**src/rtl/core/rti_pkg.sv**
```systemverilog
// ----------------------------------------------------------------------------
// rti_pkg: shared types and constants of the ray/triangle intersection block
// Widths of the fixed-point datapath, register indexes and the queue entry.
// ----------------------------------------------------------------------------
package rti_pkg;

  localparam int COORD_WIDTH = 16;
  localparam int INDEX_WIDTH = 16;

  // Edge and offset vectors carry one extra bit.
  localparam int DIFF_W = COORD_WIDTH + 1;
  // Cross product terms are 35 bits and dot product sums 54 bits wide, each capped at 64.
  localparam int PROD_W = (2 * DIFF_W + 1 > 64) ? 64 : 2 * DIFF_W + 1;
  localparam int DOT_W  = (PROD_W + DIFF_W + 2 > 64) ? 64 : PROD_W + DIFF_W + 2;

  localparam int FRAC_W = 16;
  localparam int DIST_W = 32;
  localparam int BARY_W = 17;

  localparam int CFG_DATA_W  = (COORD_WIDTH > DIST_W) ? COORD_WIDTH : DIST_W;
  localparam int CFG_INDEX_W = 3;

  localparam logic [CFG_INDEX_W-1:0] CFG_ORIGIN_X = 3'd0;
  localparam logic [CFG_INDEX_W-1:0] CFG_ORIGIN_Y = 3'd1;
  localparam logic [CFG_INDEX_W-1:0] CFG_ORIGIN_Z = 3'd2;
  localparam logic [CFG_INDEX_W-1:0] CFG_DIR_X    = 3'd3;
  localparam logic [CFG_INDEX_W-1:0] CFG_DIR_Y    = 3'd4;
  localparam logic [CFG_INDEX_W-1:0] CFG_DIR_Z    = 3'd5;
  localparam logic [CFG_INDEX_W-1:0] CFG_T_LIMIT  = 3'd6;

  localparam int QUEUE_DEPTH = 2;

  typedef logic signed [COORD_WIDTH-1:0] coord_t;

  typedef struct packed {
    coord_t x;
    coord_t y;
    coord_t z;
  } vec_t;

  // One classified triangle handed from the front to the back.
  typedef struct packed {
    logic [DOT_W-1:0]       det;
    logic [DOT_W-1:0]       tn;
    logic [DOT_W-1:0]       un;
    logic [DOT_W-1:0]       vn;
    logic                   cand;
    logic                   new_ray;
    logic [INDEX_WIDTH-1:0] tri_id;
  } work_t;

endpackage

```
**src/rtl/core/rti_back.sv**
```systemverilog
// ----------------------------------------------------------------------------
// rti_back: division and closest-distance tracking
// Three restoring dividers produce t, u and v one bit a cycle; the result is
// compared against the running closest distance and held for the consumer.
// ----------------------------------------------------------------------------
module rti_back (
  input  logic                              clk,
  input  logic                              rst,
  input  logic                              q_empty,
  input  rti_pkg::work_t                    q_data,
  output logic                              q_pop,
  input  logic [rti_pkg::DIST_W-1:0]        t_limit,
  output logic                              empty,
  input  logic                              pop,
  output logic                              hit,
  output logic                              nearer,
  output logic [rti_pkg::DIST_W-1:0]        dist_t,
  output logic [rti_pkg::BARY_W-1:0]        bary_u,
  output logic [rti_pkg::BARY_W-1:0]        bary_v,
  output logic [rti_pkg::INDEX_WIDTH-1:0]   tri_echo
);
  import rti_pkg::*;

  localparam int CNT_W = $clog2(DIST_W);

  typedef enum logic [2:0] {
    B_IDLE  = 3'b001,
    B_DIV   = 3'b010,
    B_WRITE = 3'b100
  } bstate_t;

  bstate_t state;
  logic [DIST_W-1:0]      closest_t;
  logic                   out_valid;
  logic [CNT_W-1:0]       count;
  logic                   cand;
  logic [INDEX_WIDTH-1:0] tri_r;
  logic [DOT_W-1:0]       den;
  logic [DOT_W-1:0]       rem [3];
  logic [DIST_W-1:0]      quo [3];
  logic                   sat [3];

  logic [DOT_W-1:0] num [3];
  assign num[0] = q_data.tn;
  assign num[1] = q_data.un;
  assign num[2] = q_data.vn;

  logic [DIST_W-1:0] t_val;
  logic              slot_free;
  assign t_val     = sat[0] ? '1 : quo[0];
  assign slot_free = !out_valid || pop;
  assign q_pop     = (state == B_IDLE) && !q_empty;
  assign empty     = !out_valid;

  always_ff @(posedge clk) begin
    if (rst) begin
      state     <= B_IDLE;
      out_valid <= 1'b0;
      closest_t <= '1;
    end else begin
      if (state == B_WRITE && slot_free) begin
        out_valid <= 1'b1;
      end else if (pop && out_valid) begin
        out_valid <= 1'b0;
      end
      unique case (state)
        B_IDLE: begin
          if (!q_empty) begin
            if (q_data.new_ray) begin
              closest_t <= t_limit;
            end
            state <= q_data.cand ? B_DIV : B_WRITE;
          end
        end
        B_DIV: begin
          if (count == CNT_W'(DIST_W - 1)) begin
            state <= B_WRITE;
          end
        end
        B_WRITE: begin
          if (slot_free) begin
            if (cand && t_val < closest_t) begin
              closest_t <= t_val;
            end
            state <= B_IDLE;
          end
        end
        default: state <= B_IDLE;
      endcase
    end
  end

  always_ff @(posedge clk) begin
    if (state == B_IDLE && !q_empty) begin
      cand  <= q_data.cand;
      tri_r <= q_data.tri_id;
      den   <= q_data.det;
      count <= '0;
      for (int n = 0; n < 3; n++) begin
        // The quotient needs more than 32 bits once num reaches det * 2^16.
        sat[n] <= {FRAC_W'(0), num[n]} >= {q_data.det, FRAC_W'(0)};
        rem[n] <= num[n] >> FRAC_W;
        quo[n] <= {num[n][FRAC_W-1:0], FRAC_W'(0)};
      end
    end

    if (state == B_DIV) begin
      count <= count + CNT_W'(1);
      for (int n = 0; n < 3; n++) begin
        logic [DOT_W:0] r2;
        r2 = {rem[n], quo[n][DIST_W-1]};
        if (r2 >= {1'b0, den}) begin
          rem[n] <= DOT_W'(r2 - {1'b0, den});
          quo[n] <= {quo[n][DIST_W-2:0], 1'b1};
        end else begin
          rem[n] <= r2[DOT_W-1:0];
          quo[n] <= {quo[n][DIST_W-2:0], 1'b0};
        end
      end
    end

    if (state == B_WRITE && slot_free) begin
      hit      <= cand;
      nearer   <= cand && (t_val < closest_t);
      dist_t   <= cand ? t_val : '0;
      bary_u   <= cand ? quo[1][BARY_W-1:0] : '0;
      bary_v   <= cand ? quo[2][BARY_W-1:0] : '0;
      tri_echo <= tri_r;
    end
  end
endmodule

```
**config.mk**
```make
export PLATFORM = sky130hd
export DESIGN_NAME = rti_back
export DESIGN_NICKNAME = d
export VERILOG_FILES = /design/src/rtl/core/rti_pkg.sv /design/src/rtl/core/rti_back.sv
export SDC_FILE = /design/constraint.sdc
export NUM_CORES = 1
export LEC_CHECK = 0
export ABC_AREA = 1
export BUFFER_PORTS_ARGS = -buffer_cell sky130_fd_sc_hd__buf_2
export CAP_MARGIN = 20
export CORE_MARGIN = 2
export CORE_UTILIZATION = 30
export CTS_BUF_LIST = sky130_fd_sc_hd__clkbuf_2
export CTS_CLUSTER_DIAMETER = 100
export CTS_CLUSTER_SIZE = 16
export DETAILED_ROUTE_END_ITERATION = 7
export GPL_ROUTABILITY_DRIVEN = 1
export HOLD_SLACK_MARGIN = 0.06
export PLACE_DENSITY = 0.53
export SLEW_MARGIN = 40
export SYNTH_ARGS = -nofsm -noshare
export SYNTH_HDL_FRONTEND = slang
export SYNTH_SLANG_ARGS = --single-unit
```
**constraint.sdc**
```tcl
create_clock -name clk -period 26.2 [get_ports clk]
set_input_delay 5.24 -clock clk [delete_from_list [all_inputs] [get_ports clk]]
set_output_delay 5.24 -clock clk [all_outputs]
set_load 0.05 [all_outputs]
```
# Yosys cells after proc, flatten, opt, wreduce, memory -nomap -nowiden
# Memories as Yosys holds them, arrays and structs flattened.
# Index checks and enable logic that the tools add are counted.
# W data, S select, Z words.
[word_totals]
memories = 3
out_inout_bits = 86
register_bits = 196
in_bits = 270
ramBits = 261
[op_classes]
muxes = 47
n_eq_ne = 9
n_lt_le_gt_ge = 7
bitwise = 12
addsub = 4
reduce_logical = 12
[mem_list]
columns = ["memory", "words", "word_bits", "rd", "rd_ports_with_merged_regs", "write_ports", "line_no", "rtl"]
rows = [
  ["rem", 3, 54, 3, 0, 3, "rti_back.sv:39", "logic [DOT_W-1:0] rem [3];"],
  ["quo", 3, 32, 3, 0, 3, "rti_back.sv:40", "logic [DIST_W-1:0] quo [3];"],
  ["sat", 3, 1, 1, 0, 3, "rti_back.sv:41", "logic sat [3];"],
]
[ops]
columns = ["op", "n"]
rows = [
  ["$mux W32", 11],
  ["$mux W54", 6],
  ["$ge A54 B70 Y1", 3],
  ["$ge A55 B54 Y1", 3],
  ["$sub A54 B54 Y54", 3],
  ["$pmux W32 S2", 1],
  ["$lt A32 B32 Y1", 1],
  ["$mux W1", 22],
  ["$mux W3", 4],
  ["$or A1 B1 Y1", 12],
  ["$mux W5", 2],
  ["$pmux W3 S3", 1],
  ["$ne A2 B2 Y1 const B", 4],
  ["$reduce_bool A2 Y1", 3],
  ["$add A5 B1 Y5 const B", 1],
  ["$eq A5 B5 Y1 const B", 1],
  ["$reduce_and A5 Y1", 1],
  ["$logic_and A1 B1 Y1", 4],
  ["$eq A3 B1 Y1 const B", 1],
  ["$eq A3 B2 Y1 const B", 1],
  ["$eq A3 B3 Y1 const B", 1],
  ["$reduce_and A3 Y1", 1],
  ["$logic_not A1 Y1", 2],
  ["$ne A2 B1 Y1 const B", 1],
  ["$logic_or A1 B1 Y1", 1],
]

# Logic depth before layout (Yosys ltp)
[depth]
ltp_word = 6
depth_mapped = 19

# Worst setup path after synthesis
# No wires, ideal clock.
[synth_timing]
path_kind = "input to output"
from = "in q_empty"
to = "out q_pop"
cell_stages = 1
path_buffers = 0
arrival_time_ns = 8.864
setup_slack_ns = 12.096
cell_sequence = "nor2_1"
[synth_between]
elab_chain_cells = 2
[synth_rtl]
columns = ["element", "line_no", "rtl"]
rows = [
  ["start, declared", "rti_back.sv:9", "input logic q_empty,"],
  ["$logic_not A1 Y1", "rti_back.sv:52", "assign q_pop = (state == B_IDLE) && !q_empty;"],
  ["$logic_and A1 B1 Y1", "rti_back.sv:52", ""],
  ["end, declared", "rti_back.sv:11", "output logic q_pop,"],
]
# Every way passes these cells.

# Final worst setup path
# Ends and elaborated chain as after synthesis.

==> run summary <==
• nand2_1 — most common cell after layout, fill and taps aside
• 0.353 — share of the synthesized area in the top cell type
• 0 — total overflow reported by the global router
• 2 — H-tree lvl count
• yes — TritonCTS clock tree
• 0.455 ns — Fin Hold WS
• 0.158 ns — final setup skew
• finished clean — result of the run
• 13300 um^2 — Register Area
• 13.1k — number of fillers in the final layout
• 0 — Post-CTS Setup Repair Bufs
• 0.319 — met1 GRT Util
• 32.7k — number of global-route vias before repair
• primary output — Crit. End Element
• 0 — antenna violation net count after detailed routing
• 0.084 — clock power share
• 0.0233 — met3 capacity usage during global routing
• 107 nW/um^2 — Pwr Density
• 0.30 ns — peak per-stage delay on the critical path
• 0.373 — part of the Yosys area used for sequential elements
• 2.25 mW — net switching power of the design
• buf_2 — cell type of the slowest stage on the worst timing path
• 1883 x nand2_1, 845 x inv_1, 498 x nor2_1, 421 x nand3_1, 418 x edfxtp_1 — commonest non-fill, non-tap cells in the layout
• 0.363 — met2 usage in global routing
• 3 — largest buffer count on any clock path
• 33 — initial antenna violation count
• 0 — number of warnings printed during yosys synthesis
• primary input — crit path launch type
• buf_2 — cell occurring most often along the worst timing path
• 19.8 um — detailed-route wire length per cell
• clkbuf_2 — root buffer selected by CTS
• 0.29 ns — clock-pin transition on the worst setup and hold timing paths
• 35600 um^2 — area of the mapped netlist
• 0 ns — Sum Neg Setup Slack
• 140000 um — Routed WL
• 0 — CTS-repair resized insts
• 127 — maximum number of pins on one net before global-route repair
• 0.0921 — layout cell share with drive strength beyond 1
• 0.287 — share of total power in sequential cells
• 41.6 uV — Max VDD drop
• 0.302 — initial core utilization
• 6 — drt first pass iters
• 37 — Inserted Clock Buffers
• 0 — number of maximum-capacitance constraint violations
• 0 — number of remaining DRC errors
• 0.934 ns — worst-margin pin slew
• 121000 um^2 — die area
• 18600 um^2 — area taken by multi-input logic gates
• 355 — # port buffers
• buf_2, nor2_4, buf_4, buf_2 — cell chain of the critical path
• 0 — hold buffer count at CTS
• 0.430 — fin crit share
• 2674 — drt first-iter violations
• 11.26 ns — minimum period implied by the final worst setup slack
• 118000 um^2 — placeable core region
• 418 — number of flops mapped to enable cells by yosys
• 1.01 — placer congestion estimate
• 5186 — Synth Instances
• edfxtp_1 — largest area contributor in the netlist
• 0 — endpoints failing setup
• 50 — number of library cell types mapped by synthesis
• 0.225 — global router's overall resource usage
• 11.0% — Layout area overhead
• 3 — maximum fanout along the worst path
• 0.629 — combinational fraction of design power
• 20.96 ns — required time worst endpoint
• 349 um — die outline width
• 20.4 nW — Static Leakage
• 1.35 ns — Worst-Skew Late Latency
• 4.84 — vias per cell
• met2 — busiest grt layer
• 349 um — vertical extent of the die
• primary input to primary output — worst setup path class
• 0.0888 GHz — Fmax
• 0 — ys async rst share
• 356 — number of primary I/O pins
• 0 — number of hold violations in the final report
• false — RSZ-0062 raised after global routing
• 5692 — total nets after synthesis
• 0.534 — switching share of total power
• 34.2k — count of vias placed by the detailed router
• 5998 — fin nets
• 6.87 um^2 — mean post-synth cell area
• 0.373 — Rel. slew slack
• 0 — final slew viol count
• edfxtp_1 — most common flop cell mapped by yosys
• 455 — #FFs+latches synth
• edfxtp_1 35%, nand2_1 20%, inv_1 8.9% — dominant cells by area after synthesis
• 1.97 mW — internal power
• 114000 um — HPWL reported at the end of detailed placement
• 206000 um — first-pass GRT wire length
• 455 — clock sink count
• 126 — cell row count
• 6.02 ns — Worst EP arrival
• flip-flop to flip-flop — HP Class
==> worst max-delay path: cells and delay by family <==
kind | cells | cell delay (ns)
simple gates | 1 | 0.10
buf+inv | 3 | 0.65
==> cells in the mapped netlist, types with 5 or more instances <==
| library cell | instances |
|---|---|
| buf_1 | 6 |
| nand2_2 | 5 |
| buf_6 | 22 |
| inv_2 | 6 |
| o21bai_1 | 30 |
| a21o_1 | 15 |
| clkbuf_1 | 65 |
| buf_4 | 7 |
| inv_1 | 846 |
| nor4_1 | 17 |
| nand3_1 | 421 |
| o211ai_1 | 6 |
| a21oi_1 | 218 |
| nand4_1 | 71 |
| edfxtp_1 | 418 |
| nand3b_1 | 17 |
| o21ai_1 | 13 |
| o21ai_0 | 154 |
| nand3_2 | 6 |
| ha_1 | 233 |
| buf_2 | 16 |
| o21a_1 | 5 |
| a21boi_0 | 6 |
| nand2_1 | 1885 |
| nor3_1 | 31 |
| nor2_1 | 501 |
| nor2_2 | 17 |
| dfxtp_1 | 37 |
| xor2_1 | 15 |
| xnor2_1 | 54 |
==> cells by family (layout without fill, tap and decap cells) <==
logic type	Yosys count	count (layout)	share of synthesized area
AOI/OAI and AO/OA	461	461	0.0706
xor gates and xnor gates	69	69	0.0170
adders and majority gates	236	236	0.0836
buffers and inverters	968	1300	0.108
DFF	455	455	0.373
muxes	4	4	0.00112
other	0	15	0
and+or+nand+nor	2993	2993	0.346
==> per-stage QoR <==
| step | total power, mW | utilization | area, um^2 | setup slack, ns | instances |
|---|---|---|---|---|---|
| 6_report | 4.22 | 0.335 | 39500 | 14.94 | 7069 |
| 5_1_grt | 4.59 | 0.335 | 39500 | 14.91 | 7062 |
| 4_1_cts | 4.22 | 0.335 | 39400 | 14.91 | 7053 |
| 3_5_place_dp | 3.85 | 0.331 | 39000 | 14.92 | 6988 |
| 3_3_place_gp | 3.83 | 0.330 | 38900 | 14.92 | 6985 |
| 2_1_floorplan | 3.03 | - | 35600 | 12.10 | 5186 |
==> final timing paths <==
| check | startpoint | slack, ns | endpoint | cells past startpoint |
|---|---|---|---|---|
| setup reg to reg | den[1]$_DFFE_PP_ | 21.90 | rem[1][40]$_SDFFCE_PP0P_ | 16 |
| setup / recovery | q_empty | 14.94 | q_pop | 4 |
| hold / removal | tri_r[10]$_DFFE_PP_ | 0.46 | tri_echo[10]$_DFFE_PP_ | 0 |
| hold reg to reg | tri_r[10]$_DFFE_PP_ | 0.46 | tri_echo[10]$_DFFE_PP_ | 0 |
==> final cells by class <==
type,instances,area share
Antenna cell,15,0.000950
Inverter,852,0.0811
Timing Repair Buffer,383,0.0524
Clock buffer,49,0.00621
Sequential cell,455,0.336
Tap cell,1536,0.0486
Multi-Input combinational cell,3763,0.470
Clock inverter,16,0.00440
==> power groups by stage <==
stage / clock, mW / sequential (mW) / combinational (mW)
after floorplan: 0 / 1.27 / 1.76
after global placement: 0 / 1.23 / 2.60
after detailed placement: 0 / 1.23 / 2.62
after CTS: 0.377 / 1.21 / 2.63
after global routing: 0.394 / 1.24 / 2.96
final: 0.354 / 1.21 / 2.65
==> per-layer routing <==
metal	wire (um)	share of wire	vias up
met2	63000	0.45	960
met1	65700	0.47	16000
met5	22	0.00016	-
met3	7990	0.057	138
li1	-	-	17100
met4	3400	0.024	4
==> sequential cells by signal (all words and copies together) (netlist names) <==
| name | count |
|---|---|
| bary_u | 17 |
| bary_v | 17 |
| cand | 1 |
| closest_t | 32 |
| count | 5 |
| den | 54 |
| dist_t | 32 |
| hit | 1 |
| nearer | 1 |
| out_valid | 1 |
| quo | 96 |
| rem | 162 |
| sat | 1 |
| state | 3 |
| tri_echo | 16 |
| tri_r | 16 |
Power figures use the tool's default switching activity.
