--- config.mk ---
export PLATFORM = sky130hd
export DESIGN_NAME = rti_front
export DESIGN_NICKNAME = d
export VERILOG_FILES = /design/src/rtl/core/rti_pkg.sv /design/src/rtl/core/rti_front.sv
export SDC_FILE = /design/constraint.sdc
export NUM_CORES = 2
export LEC_CHECK = 0
export BUFFER_PORTS_ARGS = -buffer_cell sky130_fd_sc_hd__buf_2
export CORE_ASPECT_RATIO = 0.7
export CORE_MARGIN = 1.5
export CORE_UTILIZATION = 40
export CTS_CLUSTER_SIZE = 14
export DETAILED_ROUTE_END_ITERATION = 6
export PLACE_DENSITY = 0.64
export SKIP_LAST_GASP = 1
export SLEW_MARGIN = 20
export SYNTH_ARGS = -nofsm -noshare
export SYNTH_HDL_FRONTEND = slang
export SYNTH_SLANG_ARGS = --single-unit
--- constraint.sdc ---
create_clock -name clk -period 9.85 [get_ports clk]
set_clock_uncertainty 0.15 [all_clocks]
set_input_delay 2.4625 -clock clk [delete_from_list [all_inputs] [get_ports clk]]
set_output_delay 2.4625 -clock clk [all_outputs]
set_load 0.03 [all_outputs]
--- src/rtl/core/rti_pkg.sv ---
// ----------------------------------------------------------------------------
// rti_pkg: shared types and constants of the ray/triangle intersection block
// Widths of the fixed-point datapath, register indexes and the queue entry.
// ----------------------------------------------------------------------------
package rti_pkg;

  localparam int COORD_WIDTH = 16;
  localparam int INDEX_WIDTH = 16;

  // Edge and offset vectors carry one extra bit.
  localparam int DIFF_W = COORD_WIDTH + 1;
  // Cross product terms are 35 bits and dot product sums 54 bits wide, each capped at 64.
  localparam int PROD_W = (2 * DIFF_W + 1 > 64) ? 64 : 2 * DIFF_W + 1;
  localparam int DOT_W  = (PROD_W + DIFF_W + 2 > 64) ? 64 : PROD_W + DIFF_W + 2;

  localparam int FRAC_W = 16;
  localparam int DIST_W = 32;
  localparam int BARY_W = 17;

  localparam int CFG_DATA_W  = (COORD_WIDTH > DIST_W) ? COORD_WIDTH : DIST_W;
  localparam int CFG_INDEX_W = 3;

  localparam logic [CFG_INDEX_W-1:0] CFG_ORIGIN_X = 3'd0;
  localparam logic [CFG_INDEX_W-1:0] CFG_ORIGIN_Y = 3'd1;
  localparam logic [CFG_INDEX_W-1:0] CFG_ORIGIN_Z = 3'd2;
  localparam logic [CFG_INDEX_W-1:0] CFG_DIR_X    = 3'd3;
  localparam logic [CFG_INDEX_W-1:0] CFG_DIR_Y    = 3'd4;
  localparam logic [CFG_INDEX_W-1:0] CFG_DIR_Z    = 3'd5;
  localparam logic [CFG_INDEX_W-1:0] CFG_T_LIMIT  = 3'd6;

  localparam int QUEUE_DEPTH = 2;

  typedef logic signed [COORD_WIDTH-1:0] coord_t;

  typedef struct packed {
    coord_t x;
    coord_t y;
    coord_t z;
  } vec_t;

  // One classified triangle handed from the front to the back.
  typedef struct packed {
    logic [DOT_W-1:0]       det;
    logic [DOT_W-1:0]       tn;
    logic [DOT_W-1:0]       un;
    logic [DOT_W-1:0]       vn;
    logic                   cand;
    logic                   new_ray;
    logic [INDEX_WIDTH-1:0] tri_id;
  } work_t;

endpackage

--- src/rtl/core/rti_front.sv ---
// ----------------------------------------------------------------------------
// rti_front: triangle setup
// Forms the edge vectors, both cross products and the four dot products on
// one shared multiplier, then normalizes the sign and classifies the hit.
// ----------------------------------------------------------------------------
module rti_front (
  input  logic                            clk,
  input  logic                            rst,
  input  logic                            push,
  output logic                            full,
  input  rti_pkg::vec_t                   v0,
  input  rti_pkg::vec_t                   v1,
  input  rti_pkg::vec_t                   v2,
  input  logic [rti_pkg::INDEX_WIDTH-1:0] tri_index,
  input  logic                            new_ray,
  input  rti_pkg::vec_t                   org,
  input  rti_pkg::vec_t                   dir,
  output logic                            q_push,
  output rti_pkg::work_t                  q_data,
  input  logic                            q_full
);
  import rti_pkg::*;

  typedef enum logic [3:0] {
    F_IDLE = 4'b0001,
    F_EDGE = 4'b0010,
    F_MUL  = 4'b0100,
    F_EMIT = 4'b1000
  } fstate_t;

  typedef enum logic [2:0] {
    D_P   = 3'd0,
    D_Q   = 3'd1,
    D_DET = 3'd2,
    D_UN  = 3'd3,
    D_TN  = 3'd4,
    D_VN  = 3'd5
  } dest_t;

  fstate_t state;

  logic [INDEX_WIDTH-1:0] tri_r;
  logic                   nr_r;

  logic signed [DIFF_W-1:0] e1 [3];
  logic signed [DIFF_W-1:0] e2 [3];
  logic signed [DIFF_W-1:0] sv [3];
  logic signed [DIFF_W-1:0] dv [3];
  logic signed [PROD_W-1:0] pv [3];
  logic signed [PROD_W-1:0] qv [3];
  logic signed [DOT_W-1:0]  det, tn, un, vn;

  // Sequencer position: group 0 and 1 are the cross products (two terms per
  // component), groups 2 to 5 the dot products.
  logic [2:0] grp;
  logic [1:0] comp;
  logic       sub;
  logic       issue_done;

  logic signed [DOT_W-1:0] prod;
  dest_t                   pdest;
  logic [1:0]              pcomp;
  logic                    pneg;
  logic                    pvalid;

  logic signed [PROD_W-1:0] a_sel;
  logic signed [DIFF_W-1:0] b_sel;
  logic signed [PROD_W+DIFF_W-1:0] mfull;
  dest_t      d_sel;
  logic       n_sel;

  function automatic logic [1:0] inc3(input logic [1:0] i);
    logic [1:0] r;
    unique case (i)
      2'd0:    r = 2'd1;
      2'd1:    r = 2'd2;
      default: r = 2'd0;
    endcase
    return r;
  endfunction

  logic [1:0] j1, j2;
  assign j1 = inc3(comp);
  assign j2 = inc3(j1);

  always_comb begin
    a_sel = '0;
    b_sel = '0;
    d_sel = D_P;
    n_sel = 1'b0;
    unique case (grp)
      3'd0: begin
        a_sel = PROD_W'(sub ? dv[j2] : dv[j1]);
        b_sel = sub ? e2[j1] : e2[j2];
        d_sel = D_P;
        n_sel = sub;
      end
      3'd1: begin
        a_sel = PROD_W'(sub ? sv[j2] : sv[j1]);
        b_sel = sub ? e1[j1] : e1[j2];
        d_sel = D_Q;
        n_sel = sub;
      end
      3'd2: begin
        a_sel = pv[comp];
        b_sel = e1[comp];
        d_sel = D_DET;
      end
      3'd3: begin
        a_sel = pv[comp];
        b_sel = sv[comp];
        d_sel = D_UN;
      end
      3'd4: begin
        a_sel = qv[comp];
        b_sel = e2[comp];
        d_sel = D_TN;
      end
      default: begin
        a_sel = qv[comp];
        b_sel = dv[comp];
        d_sel = D_VN;
      end
    endcase
  end

  assign mfull = a_sel * b_sel;

  // Sign normalization and hit classification of the finished sums.
  logic              dneg;
  logic [DOT_W-1:0]  nd, nt, nu, nv;
  logic [DOT_W:0]    uv_sum;
  logic              cand;

  always_comb begin
    dneg   = det[DOT_W-1];
    nd     = dneg ? -det : det;
    nt     = dneg ? -tn  : tn;
    nu     = dneg ? -un  : un;
    nv     = dneg ? -vn  : vn;
    uv_sum = {1'b0, nu} + {1'b0, nv};
    cand   = (nd != '0) && (nt != '0) && !nt[DOT_W-1] && !nu[DOT_W-1] &&
             !nv[DOT_W-1] && (uv_sum <= {1'b0, nd});
  end

  assign full   = (state != F_IDLE);
  assign q_push = (state == F_EMIT) && !q_full;
  assign q_data = '{det: nd, tn: nt, un: nu, vn: nv, cand: cand,
                    new_ray: nr_r, tri_id: tri_r};

  always_ff @(posedge clk) begin
    if (rst) begin
      state  <= F_IDLE;
      pvalid <= 1'b0;
    end else begin
      unique case (state)
        F_IDLE: begin
          if (push) begin
            state <= F_EDGE;
          end
        end
        F_EDGE: begin
          state <= F_MUL;
        end
        F_MUL: begin
          pvalid <= !issue_done;
          if (issue_done && !pvalid) begin
            state <= F_EMIT;
          end
        end
        F_EMIT: begin
          if (!q_full) begin
            state <= F_IDLE;
          end
        end
        default: state <= F_IDLE;
      endcase
    end
  end

  always_ff @(posedge clk) begin
    if (state == F_IDLE && push) begin
      tri_r  <= tri_index;
      nr_r   <= new_ray;
      e1[0] <= DIFF_W'(v1.x) - DIFF_W'(v0.x);
      e1[1] <= DIFF_W'(v1.y) - DIFF_W'(v0.y);
      e1[2] <= DIFF_W'(v1.z) - DIFF_W'(v0.z);
      e2[0] <= DIFF_W'(v2.x) - DIFF_W'(v0.x);
      e2[1] <= DIFF_W'(v2.y) - DIFF_W'(v0.y);
      e2[2] <= DIFF_W'(v2.z) - DIFF_W'(v0.z);
      sv[0] <= DIFF_W'(org.x) - DIFF_W'(v0.x);
      sv[1] <= DIFF_W'(org.y) - DIFF_W'(v0.y);
      sv[2] <= DIFF_W'(org.z) - DIFF_W'(v0.z);
      dv[0] <= DIFF_W'(dir.x);
      dv[1] <= DIFF_W'(dir.y);
      dv[2] <= DIFF_W'(dir.z);
    end

    if (state == F_EDGE) begin
      for (int c = 0; c < 3; c++) begin
        pv[c] <= '0;
        qv[c] <= '0;
      end
      det        <= '0;
      tn         <= '0;
      un         <= '0;
      vn         <= '0;
      grp        <= 3'd0;
      comp       <= 2'd0;
      sub        <= 1'b0;
      issue_done <= 1'b0;
    end

    if (state == F_MUL) begin
      if (!issue_done) begin
        prod  <= DOT_W'(mfull);
        pdest <= d_sel;
        pcomp <= comp;
        pneg  <= n_sel;
        if (grp < 3'd2 && !sub) begin
          sub <= 1'b1;
        end else begin
          sub <= 1'b0;
          if (comp == 2'd2) begin
            comp <= 2'd0;
            if (grp == 3'd5) begin
              issue_done <= 1'b1;
            end else begin
              grp <= grp + 3'd1;
            end
          end else begin
            comp <= comp + 2'd1;
          end
        end
      end
      if (pvalid) begin
        unique case (pdest)
          D_P:   pv[pcomp] <= pneg ? pv[pcomp] - PROD_W'(prod)
                                   : pv[pcomp] + PROD_W'(prod);
          D_Q:   qv[pcomp] <= pneg ? qv[pcomp] - PROD_W'(prod)
                                   : qv[pcomp] + PROD_W'(prod);
          D_DET: det <= det + prod;
          D_UN:  un  <= un + prod;
          D_TN:  tn  <= tn + prod;
          default: vn <= vn + prod;
        endcase
      end
    end
  end
endmodule

# Word level (Yosys, flattened, before mapping)
# Memory sizes are Yosys's and may differ from the RTL's. A register that Yosys moved wholly into a read port is not among the register bits.
# Index checks and enable logic that the tools add are counted.
# classes
add_sub_neg	24
mul	1
order_cmp	2
n_eq_ne	20
n_mux	76
bitwise	1
reduce_logical	29
# op_table
cell	n
$mux W54	20
$add A54 B52 Y54	4
$neg A54 Y54	4
$mux W35	6
$sub A16 B16 Y17	9
$reduce_bool A54 Y1	2
$pmux W35 S3	1
$pmux W17 S5	1
$add A35 B35 Y35	2
$reduce_or A35 Y1	2
$sub A35 B35 Y35	2
$add A54 B54 Y55	1
$le A55 B54 Y1	1
$mul A35 B17 Y52	1
$mux W17	2
$mux W1	24
$mux W2	9
$mux W3	6
$pmux W4 S4	1
$pmux W3 S5	1
$eq A3 B2 Y1 const B	4
$mux W4	3
$eq A3 B3 Y1 const B	3
$logic_and A1 B1 Y1	9
other kinds (21)	35
# totals
ff_bits	303
ramBits	414
input_bits	261
out_inout_bits	236
word_cells	175
mem_count	6
# memory_table
name	words	word_bits	rd	rd_ports_with_merged_regs	wr	line_no	source
pv	3	35	2	2	3	rti_front.sv:49	logic signed [PROD_W-1:0] pv [3];
qv	3	35	2	2	3	rti_front.sv:50	logic signed [PROD_W-1:0] qv [3];
dv	3	17	3	1	3	rti_front.sv:48	logic signed [DIFF_W-1:0] dv [3];
e1	3	17	3	1	3	rti_front.sv:45	logic signed [DIFF_W-1:0] e1 [3];
e2	3	17	3	1	3	rti_front.sv:46	logic signed [DIFF_W-1:0] e2 [3];
sv	3	17	3	1	3	rti_front.sv:47	logic signed [DIFF_W-1:0] sv [3];

# Longest topological paths before layout
# logic_depth
depth_word	8
mapped_depth	37
depth_no_buf	35

# Least setup slack after synthesis
# Ideal clock, no wire load.
# synth_path
kind	register to output
start	reg vn[5]
end	out q_data[17] (netlist name)
t_arrival_ps	7443
required_time_ps	7238
path_slack_ps	-205
path_stages_with_launch	34
path_cell_list	dfxtp_1 or4_4 or3_4 or3_4 or3b_4 or3_2 o31a_1 nor2_1 xnor2_1 ha_1 clkbuf_1 a21o_1 a21oi_1 inv_1 a2111oi_0 nand2_1 a21oi_1 nor3_1 a21o_1 a21oi_1 xnor2_1 ha_1 a21o_1 a21o_1 a21oi_1 o21ai_0 a221oi_1 o21ai_0 a2111oi_0 o211ai_1 a211oi_2 o211ai_1 nor2_1 buf_4
# synth_lines
element	line_no	source
start, declared	rti_front.sv:51	logic signed [DOT_W-1:0] det, tn, un, vn;
start signal, assigned	rti_front.sv:245	default: vn <= vn + prod;
end, declared	rti_front.sv:19	output rti_pkg::work_t q_data,

==> flow_summary.yaml <==
status:
  outcome: "complete, but fails checks"
  violations: "negative setup slack"
timing:
  fin_crit_ns: 10.89
  final_max_slew_viol_count: 0
  finalCritPeriodShare_pct: 111
  hold_violations: 0
  fin_ws_ns: -1.04
  max_slew_margin_pct: 12.3
  whs_ns: 0.340
  rsz0062_at_grt: "yes"
  clock.fmax_ghz: 0.0919
  worstMarginPinSlew_ns: 1.28
  finalSetupViolCount: 1
layout:
  layout_commonest_cell: "inv_1"
  utilization_pct: 46.5
  syn_to_final_growth_pct: 15.5
  nNetsFinal: 11700
  drive_gt1_share_pct: 16.8
  most-common-layout-cells: "inv_1, nor2_1, ha_1, nand2_1, buf_4"
yosys:
  synth_xor_area_share_pct: 6.43
  ys_ff_latch: 786
  syn_area_um2: 85000
  async_flop_share_pct: 0
  synth.yosys.seq_area_share_pct: 25.0
  synth-simple-area-share_pct: 15.5
  synth.area.mux_share_pct: 7.69
  synth-compound-area-share_pct: 15.6
  syn-instance-count: 9363
  synth_edf_count: 556
  synth_top_family_by_area: "adder cells"
  ys_warn_count: 0
  ys.flop_type: "edfxtp_1"
  ys_types: 92
  syn_nets: 10900
  syn_avg_cell_area_um2: 9.08
  synth-adder-area-share_pct: 23.5
route:
  viasPerCell: 5.81
  vias: 75700
  ant_nets: 0
  wirelength_mm: 297
  drt-pass1-iter-count: 6
  drtIter0Drc: 8850
  wl_per_cell_um: 22.7
  drc_errors: 0
floorplanning:
  die-area_um2: 215000
  row_count: 141
  dieWidth_um: 554
  die_h_um: 389
  io_pins: 497
  start_util_pct: 40.3
  core-area_um2: 211000
clock_tree:
  clk_pin_slew_ns: 0.06
  cts_tree: "done"
  cts_root_buf: "clkbuf_16"
  clock_latency_ns: 0.75
  clock_sinks: 786
  max-clock-path-buffers: 3
  cts_buffers: 87
  htree_levels: 3
critical_path:
  startpoint_type: "register"
  critPathMaxFanout: 3
  path_class: "register to output pin"
  worst_path_max_delay_cell: "or4_4"
  crit_path_end_kind: "output pin"
  r2r-start: "grp[1]"
  cpPeakStageDelay_ns: 0.53
  cp_data_required_time_ns: 7.24
  crit_arrival_ns: 8.27
  crit_start: "vn[5]"
place:
  numPortBuffers: 496
  dp_hpwl_mm: 238
  globalplace.congestion: 0.984
  place_ws_ns: -1.09
global_routing:
  track_usage_pct: 26.7
  grt_pass1_vias: 72100
  grt_max_degree: 157
  antenna_found_initial: 8
  grt-ovfl-total: 0
  grt_pass1_wl_mm: 444
flow_run:
  maxCapViolations: 0
min_path:
  hold_start: "vn[53]"
  min_path_type: "register to register"
[layout make-up]
| type | instances | area [um^2] |
|---|---|---|
| flip-flops and latches | 786 | 21300 |
| well taps | 2788 | 3490 |
| clock inverters | 64 | 803 |
| repair buffers | 1120 | 7550 |
| diodes | 6 | 15.0 |
| inverters | 1011 | 3790 |
| clock buffers | 98 | 2240 |
| fillers | 20100 | 113000 |
| multi-input cells | 7171 | 59000 |
[worst max-delay path, delay by kind of cell (launching register included)]
kind / cells / cell delay, ns
AND/OR/NAND/NOR: 8 / 2.35
adder cells (fa/ha/maj): 2 / 0.61
buffers and inverters: 4 / 0.67
XOR/XNOR: 2 / 0.18
flip-flops: 1 / 0.31
AO/OA/AOI/OAI: 19 / 3.36
[path summary, 6_finish.rpt]
check,end,slack [ns],cells after the start
worst max-delay path,q_data[17],-1.04,35
worst min-delay path,vn[53],0.34,1
worst max register to register,prod[49],0.46,32
worst min register to register,vn[53],0.34,1
[cells in the mapped netlist (44+ instances only)]
master,instances,share of area (%)
inv_1,1010,4.5
nor2_1,943,4.2
ha_1,663,9.8
nand2_1,634,2.8
o21ai_0,588,3.5
fa_1,582,14
edfxtp_1,556,20
a21oi_1,509,3.0
xnor2_1,432,4.4
nand3_1,325,1.9
clkbuf_1,299,1.3
a21o_1,246,2.2
dfxtp_1,230,5.4
xor2_1,192,2.0
mux4_2,187,5.0
nand2b_1,169,1.2
nor3_1,143,0.84
nor2b_1,132,0.97
mux2i_1,122,1.4
a211oi_1,101,0.89
mux2_2,98,1.3
o31ai_1,80,0.71
buf_1,77,0.34
or3_1,72,0.53
nand4_1,71,0.52
a31oi_1,70,0.51
o21a_1,63,0.56
and3_1,62,0.46
o21bai_1,53,0.47
or2_2,50,0.37
a21boi_0,49,0.43
nor4_1,45,0.33
o41ai_1,45,0.46
o211ai_1,44,0.39
[kinds of logic (layout without fill, tap and decap cells)]
kind of cell | count (synthesis) | count (layout)
mux | 407 | 407
flops | 786 | 786
compound gates | 2100 | 2100
fa+ha+maj | 1245 | 1245
simple gates | 2795 | 2795
buf+inv | 1406 | 2293
other cells | 0 | 6
xor+xnor | 624 | 624
[layer usage]
metal  vias up  track usage [%]  wire (um)
met5         -                0         11
met4         2             5.29       5970
met3       341             6.33      32100
met2      3555             37.9     121000
met1     37200             40.9     137000
li1      34600                -          -
[per-stage QoR]
step	setup TNS (ns)	instance area (um^2)	cells
after floorplan	0	85100	9363
after global placement	-1.10	94700	12900
after detailed placement	-1.16	94700	12900
after CTS	-1.16	97900	13000
after global routing	-1.43	98200	13000
final	-1.04	98200	13000
[registers in the layout, indices dropped and copies added (netlist names), 3 cells and up, named ones only]
register / cells
e2: 51
tri_r: 16
un: 54
pv: 140
e1: 51
tn: 54
pdest: 3
dv: 48
vn: 54
prod: 52
det: 54
qv: 140
sv: 51
state: 4
grp: 3
[timing repair]
action | in CTS | in global routing
setup buffers | 10 | 5
resized for setup | 41 | 40
hold buffers | 0 | 0
setup endpoints to repair | 8 | 13
pin swaps | 27 | 23
Power is not shown: default switching activity piles up to over one toggle a cycle in this logic, so the estimate is an artifact.
