**config.mk**
```make
export PLATFORM = sky130hd
export DESIGN_NAME = rti_queue
export DESIGN_NICKNAME = d
export VERILOG_FILES = /design/src/rtl/core/rti_pkg.sv /design/src/rtl/core/rti_queue.sv
export SDC_FILE = /design/constraint.sdc
export NUM_CORES = 1
export LEC_CHECK = 0
export CORE_MARGIN = 3
export CORE_UTILIZATION = 30
export DETAILED_ROUTE_END_ITERATION = 6
export DONT_BUFFER_PORTS = 1
export GPL_TIMING_DRIVEN = 1
export PLACE_DENSITY = 0.43
export SLEW_MARGIN = 20
export SYNTH_ARGS = -nofsm -noshare
export SYNTH_HDL_FRONTEND = slang
export SYNTH_SLANG_ARGS = --single-unit
export TNS_END_PERCENT = 50
```
**constraint.sdc**
```tcl
create_clock -name clk -period 14 [get_ports clk]
set_input_delay 0.7 -clock clk [delete_from_list [all_inputs] [get_ports clk]]
set_output_delay 0.7 -clock clk [all_outputs]
set_load 0.05 [all_outputs]
```
**src/rtl/core/rti_pkg.sv**
```systemverilog
// ----------------------------------------------------------------------------
// rti_pkg: shared types and constants of the ray/triangle intersection block
// Widths of the fixed-point datapath, register indexes and the queue entry.
// ----------------------------------------------------------------------------
package rti_pkg;

  localparam int COORD_WIDTH = 16;
  localparam int INDEX_WIDTH = 16;

  // Edge and offset vectors carry one extra bit.
  localparam int DIFF_W = COORD_WIDTH + 1;
  // Cross product terms are 35 bits and dot product sums 54 bits wide, each capped at 64.
  localparam int PROD_W = (2 * DIFF_W + 1 > 64) ? 64 : 2 * DIFF_W + 1;
  localparam int DOT_W  = (PROD_W + DIFF_W + 2 > 64) ? 64 : PROD_W + DIFF_W + 2;

  localparam int FRAC_W = 16;
  localparam int DIST_W = 32;
  localparam int BARY_W = 17;

  localparam int CFG_DATA_W  = (COORD_WIDTH > DIST_W) ? COORD_WIDTH : DIST_W;
  localparam int CFG_INDEX_W = 3;

  localparam logic [CFG_INDEX_W-1:0] CFG_ORIGIN_X = 3'd0;
  localparam logic [CFG_INDEX_W-1:0] CFG_ORIGIN_Y = 3'd1;
  localparam logic [CFG_INDEX_W-1:0] CFG_ORIGIN_Z = 3'd2;
  localparam logic [CFG_INDEX_W-1:0] CFG_DIR_X    = 3'd3;
  localparam logic [CFG_INDEX_W-1:0] CFG_DIR_Y    = 3'd4;
  localparam logic [CFG_INDEX_W-1:0] CFG_DIR_Z    = 3'd5;
  localparam logic [CFG_INDEX_W-1:0] CFG_T_LIMIT  = 3'd6;

  localparam int QUEUE_DEPTH = 2;

  typedef logic signed [COORD_WIDTH-1:0] coord_t;

  typedef struct packed {
    coord_t x;
    coord_t y;
    coord_t z;
  } vec_t;

  // One classified triangle handed from the front to the back.
  typedef struct packed {
    logic [DOT_W-1:0]       det;
    logic [DOT_W-1:0]       tn;
    logic [DOT_W-1:0]       un;
    logic [DOT_W-1:0]       vn;
    logic                   cand;
    logic                   new_ray;
    logic [INDEX_WIDTH-1:0] tri_id;
  } work_t;

endpackage

```
**src/rtl/core/rti_queue.sv**
```systemverilog
// ----------------------------------------------------------------------------
// rti_queue: work queue between setup and division
// A small register queue that lets the front and the back stall on their own.
// ----------------------------------------------------------------------------
module rti_queue (
  input  logic           clk,
  input  logic           rst,
  input  logic           wr,
  input  rti_pkg::work_t wr_data,
  output logic           full,
  input  logic           rd,
  output rti_pkg::work_t rd_data,
  output logic           empty
);
  import rti_pkg::*;

  localparam int PTR_W = (QUEUE_DEPTH > 1) ? $clog2(QUEUE_DEPTH) : 1;
  localparam int CNT_W = $clog2(QUEUE_DEPTH + 1);

  work_t            mem [QUEUE_DEPTH];
  logic [PTR_W-1:0] wptr, rptr;
  logic [CNT_W-1:0] count;

  assign full    = (count == CNT_W'(QUEUE_DEPTH));
  assign empty   = (count == '0);
  assign rd_data = mem[rptr];

  function automatic logic [PTR_W-1:0] bump(input logic [PTR_W-1:0] p);
    return (p == PTR_W'(QUEUE_DEPTH - 1)) ? '0 : p + PTR_W'(1);
  endfunction

  always_ff @(posedge clk) begin
    if (rst) begin
      wptr  <= '0;
      rptr  <= '0;
      count <= '0;
    end else begin
      if (wr && !full) begin
        wptr <= bump(wptr);
      end
      if (rd && !empty) begin
        rptr <= bump(rptr);
      end
      count <= count + CNT_W'(wr && !full) - CNT_W'(rd && !empty);
    end
  end

  always_ff @(posedge clk) begin
    if (wr && !full) begin
      mem[wptr] <= wr_data;
    end
  end
endmodule

```
After elaboration in Yosys (flattened, before gate mapping)
Memory sizes are Yosys's and may differ from the RTL's. A register that Yosys moved wholly into a read port is not among the register bits.
Index checks and enable logic that the tools add are counted.
- register bits after elaboration: 4
- RAM bits: 468
- bits of input ports: 238
- output and inout port bits: 236
- memories kept: 1
- $add $sub $neg: 4
- equal/unequal tests: 1
- mux-type cells: 6
- reduce and logical (&&, ||, !) cells: 5
- memory list (name ; words ; bits a word ; read ports ; clocked after memory_dff ; write ports ; line ; source):
    mem ; 2 ; 234 ; 1 ; 1 ; 1 ; rti_queue.sv:20 ; work_t mem [QUEUE_DEPTH];
- operators with widths (operator ; number):
    1-bit two-way mux ; 6
    1-bit adder (second input constant) ; 2
    2-bit by 1-bit adder with 2-bit output ; 1
    2-bit equality test (second input constant) ; 1
    1-bit logical AND ; 2
    1-bit zero test ; 2
    2-bit zero test ; 1
    2-bit by 1-bit subtractor with 2-bit output ; 1

Depth between registers and ports, before layout
Gate-level depths: netlist of run 1.
- word-level depth: 5
- depth in mapped cells: 8

Worst setup path after synthesis of run 1
Ideal clock, no wire load.
- kind: input -> register
- from: in wr
- to: mem mem[1][0] (netlist bit), enable pin
- library setup time: 625 ps
- data arrival time: 6085 ps
- data required time: 13375 ps
- path slack: 7289 ps
- cell stages on the path: 1
- path buffers: 0
- cell sequence: and3_1
- word-level cells in the longest chain between the ends: 3
- RTL lines (element ; line ; source):
    start, declared ; rti_queue.sv:8 ; input logic wr,
    1-bit logical AND ; rti_queue.sv:49 ; if (wr && !full) begin
    1-bit two-way mux ; rti_queue.sv:49 ;
    1-bit two-way mux (not written as such) ; rti_queue.sv:50 ; mem[wptr] <= wr_data;
    end, declared ; rti_queue.sv:20 ;
No other way between the ends.

==> flow_metrics.env, run 1 <==
export IMPL_worst_setup_path_end_kind="primary output"
export IMPL_crit_type="flop to primary output"
export IMPL_syn2layout_area_growth_pct=13.9
export IMPL_fin_area_sq_mm=0.0202
export IMPL_cts_made_buffers=51
export IMPL_grt_pass1_vias=7411
export IMPL_wl_per_cell_um=24.9
export IMPL_ys_top_cells_by_area="edfxtp_1 (79%), mux2_4 (14%), mux2_2 (4.7%), buf_6 (1.2%), dfxtp_1 (0.56%)"
export IMPL_whs_ns=0.179
export IMPL_grt_pass1_wl_um=55300
export IMPL_rsz0062_at_grt="false"
export IMPL_post_route_period_util_pct=32.7
export IMPL_maxCapViolCount=0
export IMPL_antenna_found_initial=0
export IMPL_vias_per_cell=4.42
export IMPL_min_path_type="primary input to flop"
export IMPL_clockBufferDepth=3
export IMPL_path_common_cell="buf_4"
export IMPL_whs_path_depth=1
export IMPL_synth_xor_area_share_pct=0.0986
export IMPL_cts_hold_buffers=0
export IMPL_die_y_um=249
export IMPL_drt_initial_drc_count=319
export IMPL_ys_types=21
export IMPL_antennaDiodeCount=0
export IMPL_nets=1031
export IMPL_cp_required_ns=13.30
export IMPL_syn_num_nets=995
export IMPL_path_cells="buf_4 -> buf_4 -> mux2_2"
export IMPL_crit_arrival_ns=3.88
export IMPL_dp_slack_ns=9.83
export IMPL_gp_routability_congestion=0.755
export IMPL_fin_skew_ns=0.0236
export IMPL_worstRegToRegCells=4
export IMPL_firstDrtPassIters=4
export IMPL_yosysSeqAreaShare_pct=79.7
export IMPL_post_cts_resized=0
export IMPL_power_uw=4890
export IMPL_peakVddDrop_mv=0.164
export IMPL_muxShareOfSynthArea_pct=18.2
export IMPL_die_area_sq_mm=0.0622
export IMPL_synth_top_family_by_area="multiplexers"
export IMPL_yosysTopAreaCell="edfxtp_1"
export IMPL_synth_compound_area_share_pct=0.0986
export IMPL_synthFlopType="edfxtp_1"
export IMPL_htree_levels=2
export IMPL_synth_edf_count=468
export IMPL_grt_max_degree=106
export IMPL_cp_start_kind="flop"
export IMPL_drv_slew=0
export IMPL_cts_sinks=473
export IMPL_yosys_area_top_type_share_pct=79.1
export IMPL_rows=88
export IMPL_grt_overflow=0
export IMPL_post_cts_buffers=0
export IMPL_clock_latency_ns=0.58
export IMPL_async_flop_share_pct=0
export IMPL_port_buffers=0
export IMPL_crit_fanout=63
export IMPL_routed_wl_um=39800
export IMPL_tritoncts="done"
export IMPL_die_w_um=249
export IMPL_yosys_area_share_simple_pct=0.310
export IMPL_cp_depth=3
export IMPL_drc=0
export IMPL_start_util_pct=30.6
export IMPL_dpl_cell_area_sq_mm=0.0186
export IMPL_powerDensity_mw_per_mm2=241
export IMPL_fmax_mhz=219
export IMPL_vias=7059
export IMPL_cts_clk_slew_worst_paths_ns=0.06
export IMPL_leakagePower_uw=0.00678
export IMPL_hold_viol=0
export IMPL_cp_slowest_cell="dfxtp_4"
export IMPL_fin_ws_ns=9.42
export IMPL_max_slew_margin_pct=31.1
export IMPL_drtAntennaViolNets=0
export IMPL_syn_area_sq_mm=0.0178
export IMPL_setup_violations=0
export IMPL_fin_setup_tns_ns=0
export IMPL_layout_commonest_cell="edfxtp_1"
export IMPL_synth_seq_cells=473
export IMPL_critical_path_top_delay_family="buffers and inverters"
export IMPL_grt_use_total_pct=12.3
export IMPL_cts_root_buf="clkbuf_16"
export IMPL_syn_inst=755
export IMPL_pin_count=474
export IMPL_cp_slowest_stage_delay_ns=0.92
export IMPL_post_route_min_period_ns=4.58
export IMPL_tightest_slew_ns=1.03
export IMPL_yosysWarnings=0
export IMPL_hpwl_um=26600
export IMPL_layout_drive_gt1_share_pct=38.3
export IMPL_final_cell_mix="edfxtp_1 (468), mux2_4 (160), mux2_2 (74)"
export IMPL_synth_area_per_cell_sq_um=23.5
export IMPL_critPathBufInv=2
export IMPL_coreArea_sq_mm=0.0581
export IMPL_synth_fa_ha_area_share_pct=0.141
export IMPL_status="complete, no violations"
-- flip-flops by register name, indices dropped and copies added, names as in the netlist, named ones only --
name	count
count	2
rptr	1
wptr	1
mem	468
-- cells by family (layout without fill, tap and decap cells) --
kind of cell | after synthesis | in the layout
buffers and inverters | 30 | 108
DFF | 473 | 473
AOI/OAI and AO/OA | 3 | 3
xor gates and xnor gates | 2 | 2
adders and majority gates | 2 | 2
muxes | 234 | 234
and+or+nand+nor | 11 | 11
-- metal layers --
metal | wire, um | GRT usage [%] | vias to the layer above
met4 | 1190 | 4.24 | 0
met2 | 20400 | 21.3 | 283
met1 | 13500 | 12.3 | 3618
met3 | 4710 | 7.06 | 72
met5 | 0 | 0 | -
li1 | - | - | 3086
-- power breakdown --
part | switching, uW | internal [uW] | total, uW | leakage (uW)
Clock | 537 | 809 | 1350 | 0.000825
Sequential | 72.6 | 1810 | 1880 | 0.00441
Combinational | 1260 | 404 | 1660 | 0.00154
-- path summary, 6_finish.rpt --
check / startpoint / end / slack [ns]
hold / removal: rst / flop / 0.18
hold reg to reg: wptr / wptr / 0.49
setup / recovery: flop / rd_data[28] / 9.42
setup reg to reg: count[0] / mem[1][153] / 10.63
-- stage by stage --
stage	util (%)	cells
final	34.8	1598
after global routing	34.8	1598
after CTS	34.8	1598
after detailed placement	31.9	1503
after global placement	31.9	1503
after floorplan	-	755
-- cells in the mapped netlist (2+ instances only) --
library cell / instances
buf_2: 7
buf_6: 19
dfxtp_1: 5
edfxtp_1: 468
ha_1: 2
inv_1: 4
mux2_2: 74
mux2_4: 160
nor2_1: 4
-- cell type report --
type	instances	area [sq um]
fillers	5401	37900
inverters	4	22.5
multi-input cells	252	3360
repair buffers	9	67.6
flip-flops and latches	473	14200
well taps	765	957
clock inverters	32	343
clock buffers	63	1340
Note: power is estimated with default switching activity, not from simulation.
==> run 2: changes to the inputs <==
--- a/config.mk
+++ b/config.mk
@@ -5,6 +5,7 @@
 export SDC_FILE = /design/constraint.sdc
 export NUM_CORES = 1
 export LEC_CHECK = 0
+export ABC_AREA = 1
 export CORE_MARGIN = 3
 export CORE_UTILIZATION = 30
 export DETAILED_ROUTE_END_ITERATION = 6
==> constraint.sdc (replaced) <==
create_clock -name clk -period 4.69 [get_ports clk]
set_input_delay 0.2345 -clock clk [delete_from_list [all_inputs] [get_ports clk]]
set_output_delay 0.2345 -clock clk [all_outputs]
set_load 0.05 [all_outputs]
==> flow_metrics.env, run 2 <==
export IMPL_sequentialPowerShare_pct=39.3
export IMPL_antenna_found_initial=1
export IMPL_vias=8048
export IMPL_async_flop_share_pct=0
export IMPL_layout_commonest_cell="edfxtp_1"
export IMPL_crit_arrival_ns=2.64
export IMPL_cts_hold_buffers=237
export IMPL_dp_slack_ns=2.36
export IMPL_rsz0062_at_grt="false"
export IMPL_grt_use_total_pct=12.2
export IMPL_path_cells="buf_4 -> mux2_2"
export IMPL_hold_path_end="mem[0][94]"
export IMPL_die_w_um=250
export IMPL_firstDrtPassIters=4
export IMPL_drt_initial_drc_count=326
export IMPL_clock_latency_ns=0.57
export IMPL_whs_path_depth=2
export IMPL_die_area_sq_mm=0.0623
export IMPL_hold_viol=0
export IMPL_hp_start="wr"
export IMPL_clockBufferDepth=3
export IMPL_cp_required_ns=4.46
export IMPL_tritoncts="done"
export IMPL_hpwl_um=26300
export IMPL_synthMostInstantiatedCell="edfxtp_1"
export IMPL_drtAntennaViolNets=0
export IMPL_worstReg2RegEnd="mem[1][27]"
export IMPL_port_buffers=0
export IMPL_routed_wl_um=39000
export IMPL_regMostFlops="mem"
export IMPL_cp_slowest_cell="dfxtp_4"
export IMPL_cts_sinks=473
export IMPL_tightest_slew_ns=0.991
export IMPL_status="complete, no violations"
export IMPL_reg_largest_list="mem x468, count x2"
export IMPL_reg2reg_slack_ns=2.40
export IMPL_grt_max_degree=109
export IMPL_wl_per_cell_um=21.0
export IMPL_synth_area_per_cell_sq_um=23.2
export IMPL_fin_ws_ns=1.82
export IMPL_gp_routability_congestion=0.706
export IMPL_yosys_area_top_type_share_pct=79.0
export IMPL_maxCapViolCount=0
export IMPL_powerDensity_mw_per_mm2=618
export IMPL_fillCellCount=5306
export IMPL_syn_num_nets=1007
export IMPL_start_util_pct=30.6
export IMPL_nets=1289
export IMPL_post_cts_buffers=0
export IMPL_largest_reg_flops=468
export IMPL_p_comb_share_pct=32.4
export IMPL_post_route_period_util_pct=61.2
export IMPL_die_y_um=250
export IMPL_crit_fanout=48
export IMPL_syn2layout_area_growth_pct=28.2
export IMPL_grt_pass1_wl_um=57300
export IMPL_regToRegStartpoint="count[0]"
export IMPL_htree_levels=2
export IMPL_cts_made_buffers=51
export IMPL_grt_overflow=0
export IMPL_fin_area_sq_mm=0.0228
export IMPL_vias_per_cell=4.34
export IMPL_syn_area_sq_mm=0.0178
export IMPL_synth_edf_count=468
export IMPL_synthTopCellsByCount="edfxtp_1 (468), mux2_4 (160), mux2_2 (74), buf_6 (19), inv_1 (10)"
export IMPL_yosysSeqAreaShare_pct=79.6
export IMPL_drv_slew=0
export IMPL_post_cts_resized=0
export IMPL_pin_count=474
export IMPL_switching_share_pct=36.0
export IMPL_max_slew_margin_pct=33.7
export IMPL_worst_setup_path_end_kind="primary output"
export IMPL_coreArea_sq_mm=0.0581
export IMPL_ys_top_cells_by_area="edfxtp_1 (79%), mux2_4 (14%), mux2_2 (4.7%), buf_6 (1.2%), dfxtp_1 (0.56%)"
export IMPL_fmax_mhz=348
export IMPL_synth_seq_cells=473
export IMPL_p_clk_share_pct=28.3
export IMPL_yosysTopAreaCell="edfxtp_1"
export IMPL_fin_setup_tns_ns=0
export IMPL_synthFlopType="edfxtp_1"
export IMPL_cts_root_buf="clkbuf_16"
export IMPL_cp_start_kind="flop"
export IMPL_grt_pass1_vias=8687
export IMPL_layout_drive_gt1_share_pct=29.9
export IMPL_cp_slowest_stage_delay_ns=0.84
export IMPL_min_path_type="primary input to flop"
export IMPL_crit_type="flop to primary output"
export IMPL_dpl_cell_area_sq_mm=0.0187
export IMPL_drc=0
export IMPL_rows=88
export IMPL_worstRegToRegCells=5
export IMPL_final_cell_mix="edfxtp_1 (468), dlygate4sd3_1 (237), mux2_4 (160)"
export IMPL_internal_power_uw=9030
export IMPL_peakVddDrop_mv=0.457
export IMPL_syn_inst=767
export IMPL_yosysWarnings=0
export IMPL_p_switching_uw=5070
export IMPL_fin_skew_ns=0.0134
export IMPL_post_route_min_period_ns=2.87
export IMPL_cts_clk_slew_worst_paths_ns=0.06
export IMPL_ys_types=12
export IMPL_setup_violations=0
export IMPL_leakagePower_uw=0.00787
==> run 2: cell count changes in the layout (fill, tap and decap cells not counted), sizes merged, moves of 3 or more <==
cell	delta
clkbuf	+4
buf	+9
inv	+4
clkinv	-5
nand2	+7
nor2	+5
dlygate4sd3	+237
nand3	+3
==> run 2: power by group through the flow <==
stage                     sequential, uW  combinational, uW  clock, uW
final                               5540               4570       3990
after detailed placement            5640               4460          0
after global routing                5600               4740       4310
after floorplan                     5640               3940          0
after CTS                           5550               4670       4140
after global placement              5620               4460          0
==> run 2: layout make-up <==
class,instances,area (sq um),share of cell area (%)
Timing Repair Buffer,255,2600,11.4
Antenna cell,1,2.50,0.0110
Clock inverter,25,295,1.29
Sequential cell,473,14200,62.1
Clock buffer,67,1390,6.09
Multi-Input combinational cell,258,3360,14.7
Inverter,10,45.0,0.198
Tap cell,765,957,4.20
==> run 2: layer usage <==
layer / track usage (%) / up-vias / part of all wire, %
li1: - / 3606 / -
met5: 0 / - / 0
met2: 21.1 / 293 / 52
met3: 5.39 / 73 / 9.3
met4: 4.31 / 0 / 3.1
met1: 13.2 / 4076 / 36
==> run 2: metrics by stage <==
step                      utilization, %  total power [uW]  instances  hold WS [ns]
after global routing                39.2             14700       1853        0.0910
after floorplan                        -              9580        767         0.306
final                               39.2             14100       1854         0.109
after CTS                           39.2             14400       1853        0.0654
after detailed placement            32.2             10100       1524         0.313
after global placement              32.2             10100       1523         0.308
==> run 2: worst max-delay path by stage <==
stage	slack, ns	start	end
floorplan	-1.0	count[0]	mem[1][0]
global placement	2.28	count[0]	mem[0][196]
detailed placement	2.36	flop	rd_data[33]
CTS	1.71	flop	rd_data[38]
global route	1.66	flop	rd_data[33]
finish	1.82	flop	rd_data[38]
==> run 2: logic make-up after synthesis <==
kind of cell | synth area share, %
flops | 79.6
mux | 18.2
buf+inv | 1.61
simple gates | 0.443
compound gates | 0.0563
fa+ha+maj | 0.141
==> run 2: critical path, delay by kind of cell, from the launching register on <==
kind	cells	cell delay [ns]
flops	1	0.84
mux	1	0.54
buf+inv	1	0.62
==> run 3: changes to the inputs <==
==> constraint.sdc (replaced) <==
create_clock -name clk -period 2.96 [get_ports clk]
set_input_delay 0.148 -clock clk [delete_from_list [all_inputs] [get_ports clk]]
set_output_delay 0.148 -clock clk [all_outputs]
set_load 0.05 [all_outputs]
==> flow_metrics.env, run 3 (synthesis results as in run 2) <==
export IMPL_status="complete, no violations"
export IMPL_crit_arrival_ns=2.13
export IMPL_clockBufferDepth=3
export IMPL_cp_slowest_cell="dfxtp_4"
export IMPL_post_cts_buffers=0
export IMPL_cp_depth=2
export IMPL_vias=8000
export IMPL_p_switching_uw=8130
export IMPL_clock_latency_ns=0.58
export IMPL_die_y_um=250
export IMPL_min_path_type="primary input to flop"
export IMPL_vias_per_cell=4.30
export IMPL_wl_per_cell_um=21.2
export IMPL_nets=1294
export IMPL_peakVddDrop_mv=0.542
export IMPL_layout_drive_gt1_share_pct=30.6
export IMPL_maxCapViolCount=0
export IMPL_path_cells="buf_4 -> mux2_2"
export IMPL_fin_ws_ns=0.684
export IMPL_p_clk_share_pct=27.7
export IMPL_grt_use_total_pct=12.2
export IMPL_crit_fanout=22
export IMPL_largest_reg_flops=468
export IMPL_layout_commonest_cell="edfxtp_1"
export IMPL_final_cell_mix="edfxtp_1 (468), dlygate4sd3_1 (237), mux2_4 (160)"
export IMPL_grt_pass1_vias=8603
export IMPL_grt_max_degree=93
export IMPL_drc=0
export IMPL_grt_overflow=0
export IMPL_drv_slew=0
export IMPL_die_w_um=250
export IMPL_die_area_sq_mm=0.0623
export IMPL_drt_initial_drc_count=339
export IMPL_worstRegToRegCells=5
export IMPL_rsz0062_at_grt="false"
export IMPL_post_route_min_period_ns=2.28
export IMPL_drtAntennaViolNets=0
export IMPL_final_util_pct=39.3
export IMPL_fmax_mhz=439
export IMPL_leakagePower_uw=0.00788
export IMPL_worst_setup_path_end_kind="primary output"
export IMPL_htree_levels=2
export IMPL_regToRegStartpoint="count[0]"
export IMPL_fin_skew_ns=0.0154
export IMPL_hpwl_um=26700
export IMPL_syn2layout_area_growth_pct=28.5
export IMPL_rows=88
export IMPL_cts_sinks=473
export IMPL_powerDensity_mw_per_mm2=974
export IMPL_cts_root_buf="clkbuf_16"
export IMPL_post_route_period_util_pct=76.9
export IMPL_pin_count=474
export IMPL_cp_start_kind="flop"
export IMPL_regMostFlops="mem"
export IMPL_tightest_slew_ns=0.648
export IMPL_max_slew_margin_pct=56.8
export IMPL_dpl_cell_area_sq_mm=0.0188
export IMPL_critPathCapture="rd_data[55]"
export IMPL_firstDrtPassIters=4
export IMPL_cp_slowest_stage_delay_ns=0.59
export IMPL_worstReg2RegEnd="mem[1][61]"
export IMPL_tritoncts="done"
export IMPL_whs_ns=0.220
export IMPL_hold_viol=0
export IMPL_critPathBufInv=1
export IMPL_fin_area_sq_mm=0.0229
export IMPL_crit_type="flop to primary output"
export IMPL_p_comb_share_pct=33.1
export IMPL_internal_power_uw=14100
export IMPL_cp_required_ns=2.81
export IMPL_grt_pass1_wl_um=57200
export IMPL_switching_share_pct=36.5
export IMPL_cts_made_buffers=52
export IMPL_start_util_pct=30.6
export IMPL_gp_routability_congestion=0.734
export IMPL_sequentialPowerShare_pct=39.3
export IMPL_routed_wl_um=39400
export IMPL_coreArea_sq_mm=0.0581
export IMPL_reg2reg_slack_ns=1.15
export IMPL_reg_largest_list="mem x468, count x2"
export IMPL_antenna_found_initial=4
export IMPL_setup_violations=0
export IMPL_port_buffers=0
export IMPL_cts_clk_slew_worst_paths_ns=0.06
export IMPL_dp_slack_ns=1.16
export IMPL_critical_path_top_delay_family="flip-flops"
## run 3: changes by cell type in the layout (fill, tap and decap cells not counted), sizes merged
| cell | delta |
|---|---|
| buf | +4 |
| inv | +1 |
| clkinvlp | +1 |
| clkinv | +1 |
| bufinv | -2 |
| diode | +3 |
## run 3: area by class of cell
| type | instances | area, sq um |
|---|---|---|
| Timing Repair Buffer | 259 | 2690 |
| Tap cell | 765 | 957 |
| Multi-Input combinational cell | 258 | 3370 |
| Clock buffer | 67 | 1360 |
| Fill cell | 5312 | 35300 |
| Sequential cell | 473 | 14200 |
| Inverter | 10 | 41.3 |
| Antenna cell | 4 | 10.0 |
| Clock inverter | 26 | 269 |
## run 3: per-layer routing
layer  GRT usage, %  part of all wire, %  vias to the layer above
li1               -                    -                     3626
met4           4.39                  2.8                        0
met5              0                    0                        -
met2           21.3                   52                      277
met3           5.03                  8.7                       58
met1           13.3                   37                     4039
## run 3: how the worst min path moves through the flow
stage / slack (ns) / depth (start not counted) / startpoint / end
2_1_floorplan: 0.21 / 1 / rst / count[0]
4_1_cts: 0.16 / 1 / wr_data[24] / mem[0][24]
3_5_place_dp: 0.22 / 1 / rst / count[0]
5_1_grt: 0.18 / 1 / wr_data[92] / mem[0][92]
3_3_place_gp: 0.22 / 1 / rst / count[0]
6_report: 0.22 / 1 / wr_data[24] / mem[0][24]
## run 3: power groups by stage
stage               registers [uW]  clock network, uW  logic, uW
global placement              8870                  0       7190
global route                  8830               6650       7630
CTS                           8750               6390       7510
finish                        8740               6160       7360
floorplan                     8920                  0       6250
detailed placement            8890                  0       7180
## run 3: what timing repair did
action                                 4_1_cts  5_1_grt
resized for setup                            0        0
endpoints found under the hold margin      477        0
hold buffers                               237        0
## run 3: per-stage QoR
step / setup TNS, ns / power (uW) / std cells
floorplan: -671.14 / 15200 / 767
global placement: 0 / 16100 / 1528
detailed placement: 0 / 16100 / 1528
CTS: 0 / 22600 / 1858
global route: 0 / 23100 / 1862
finish: 0 / 22300 / 1862
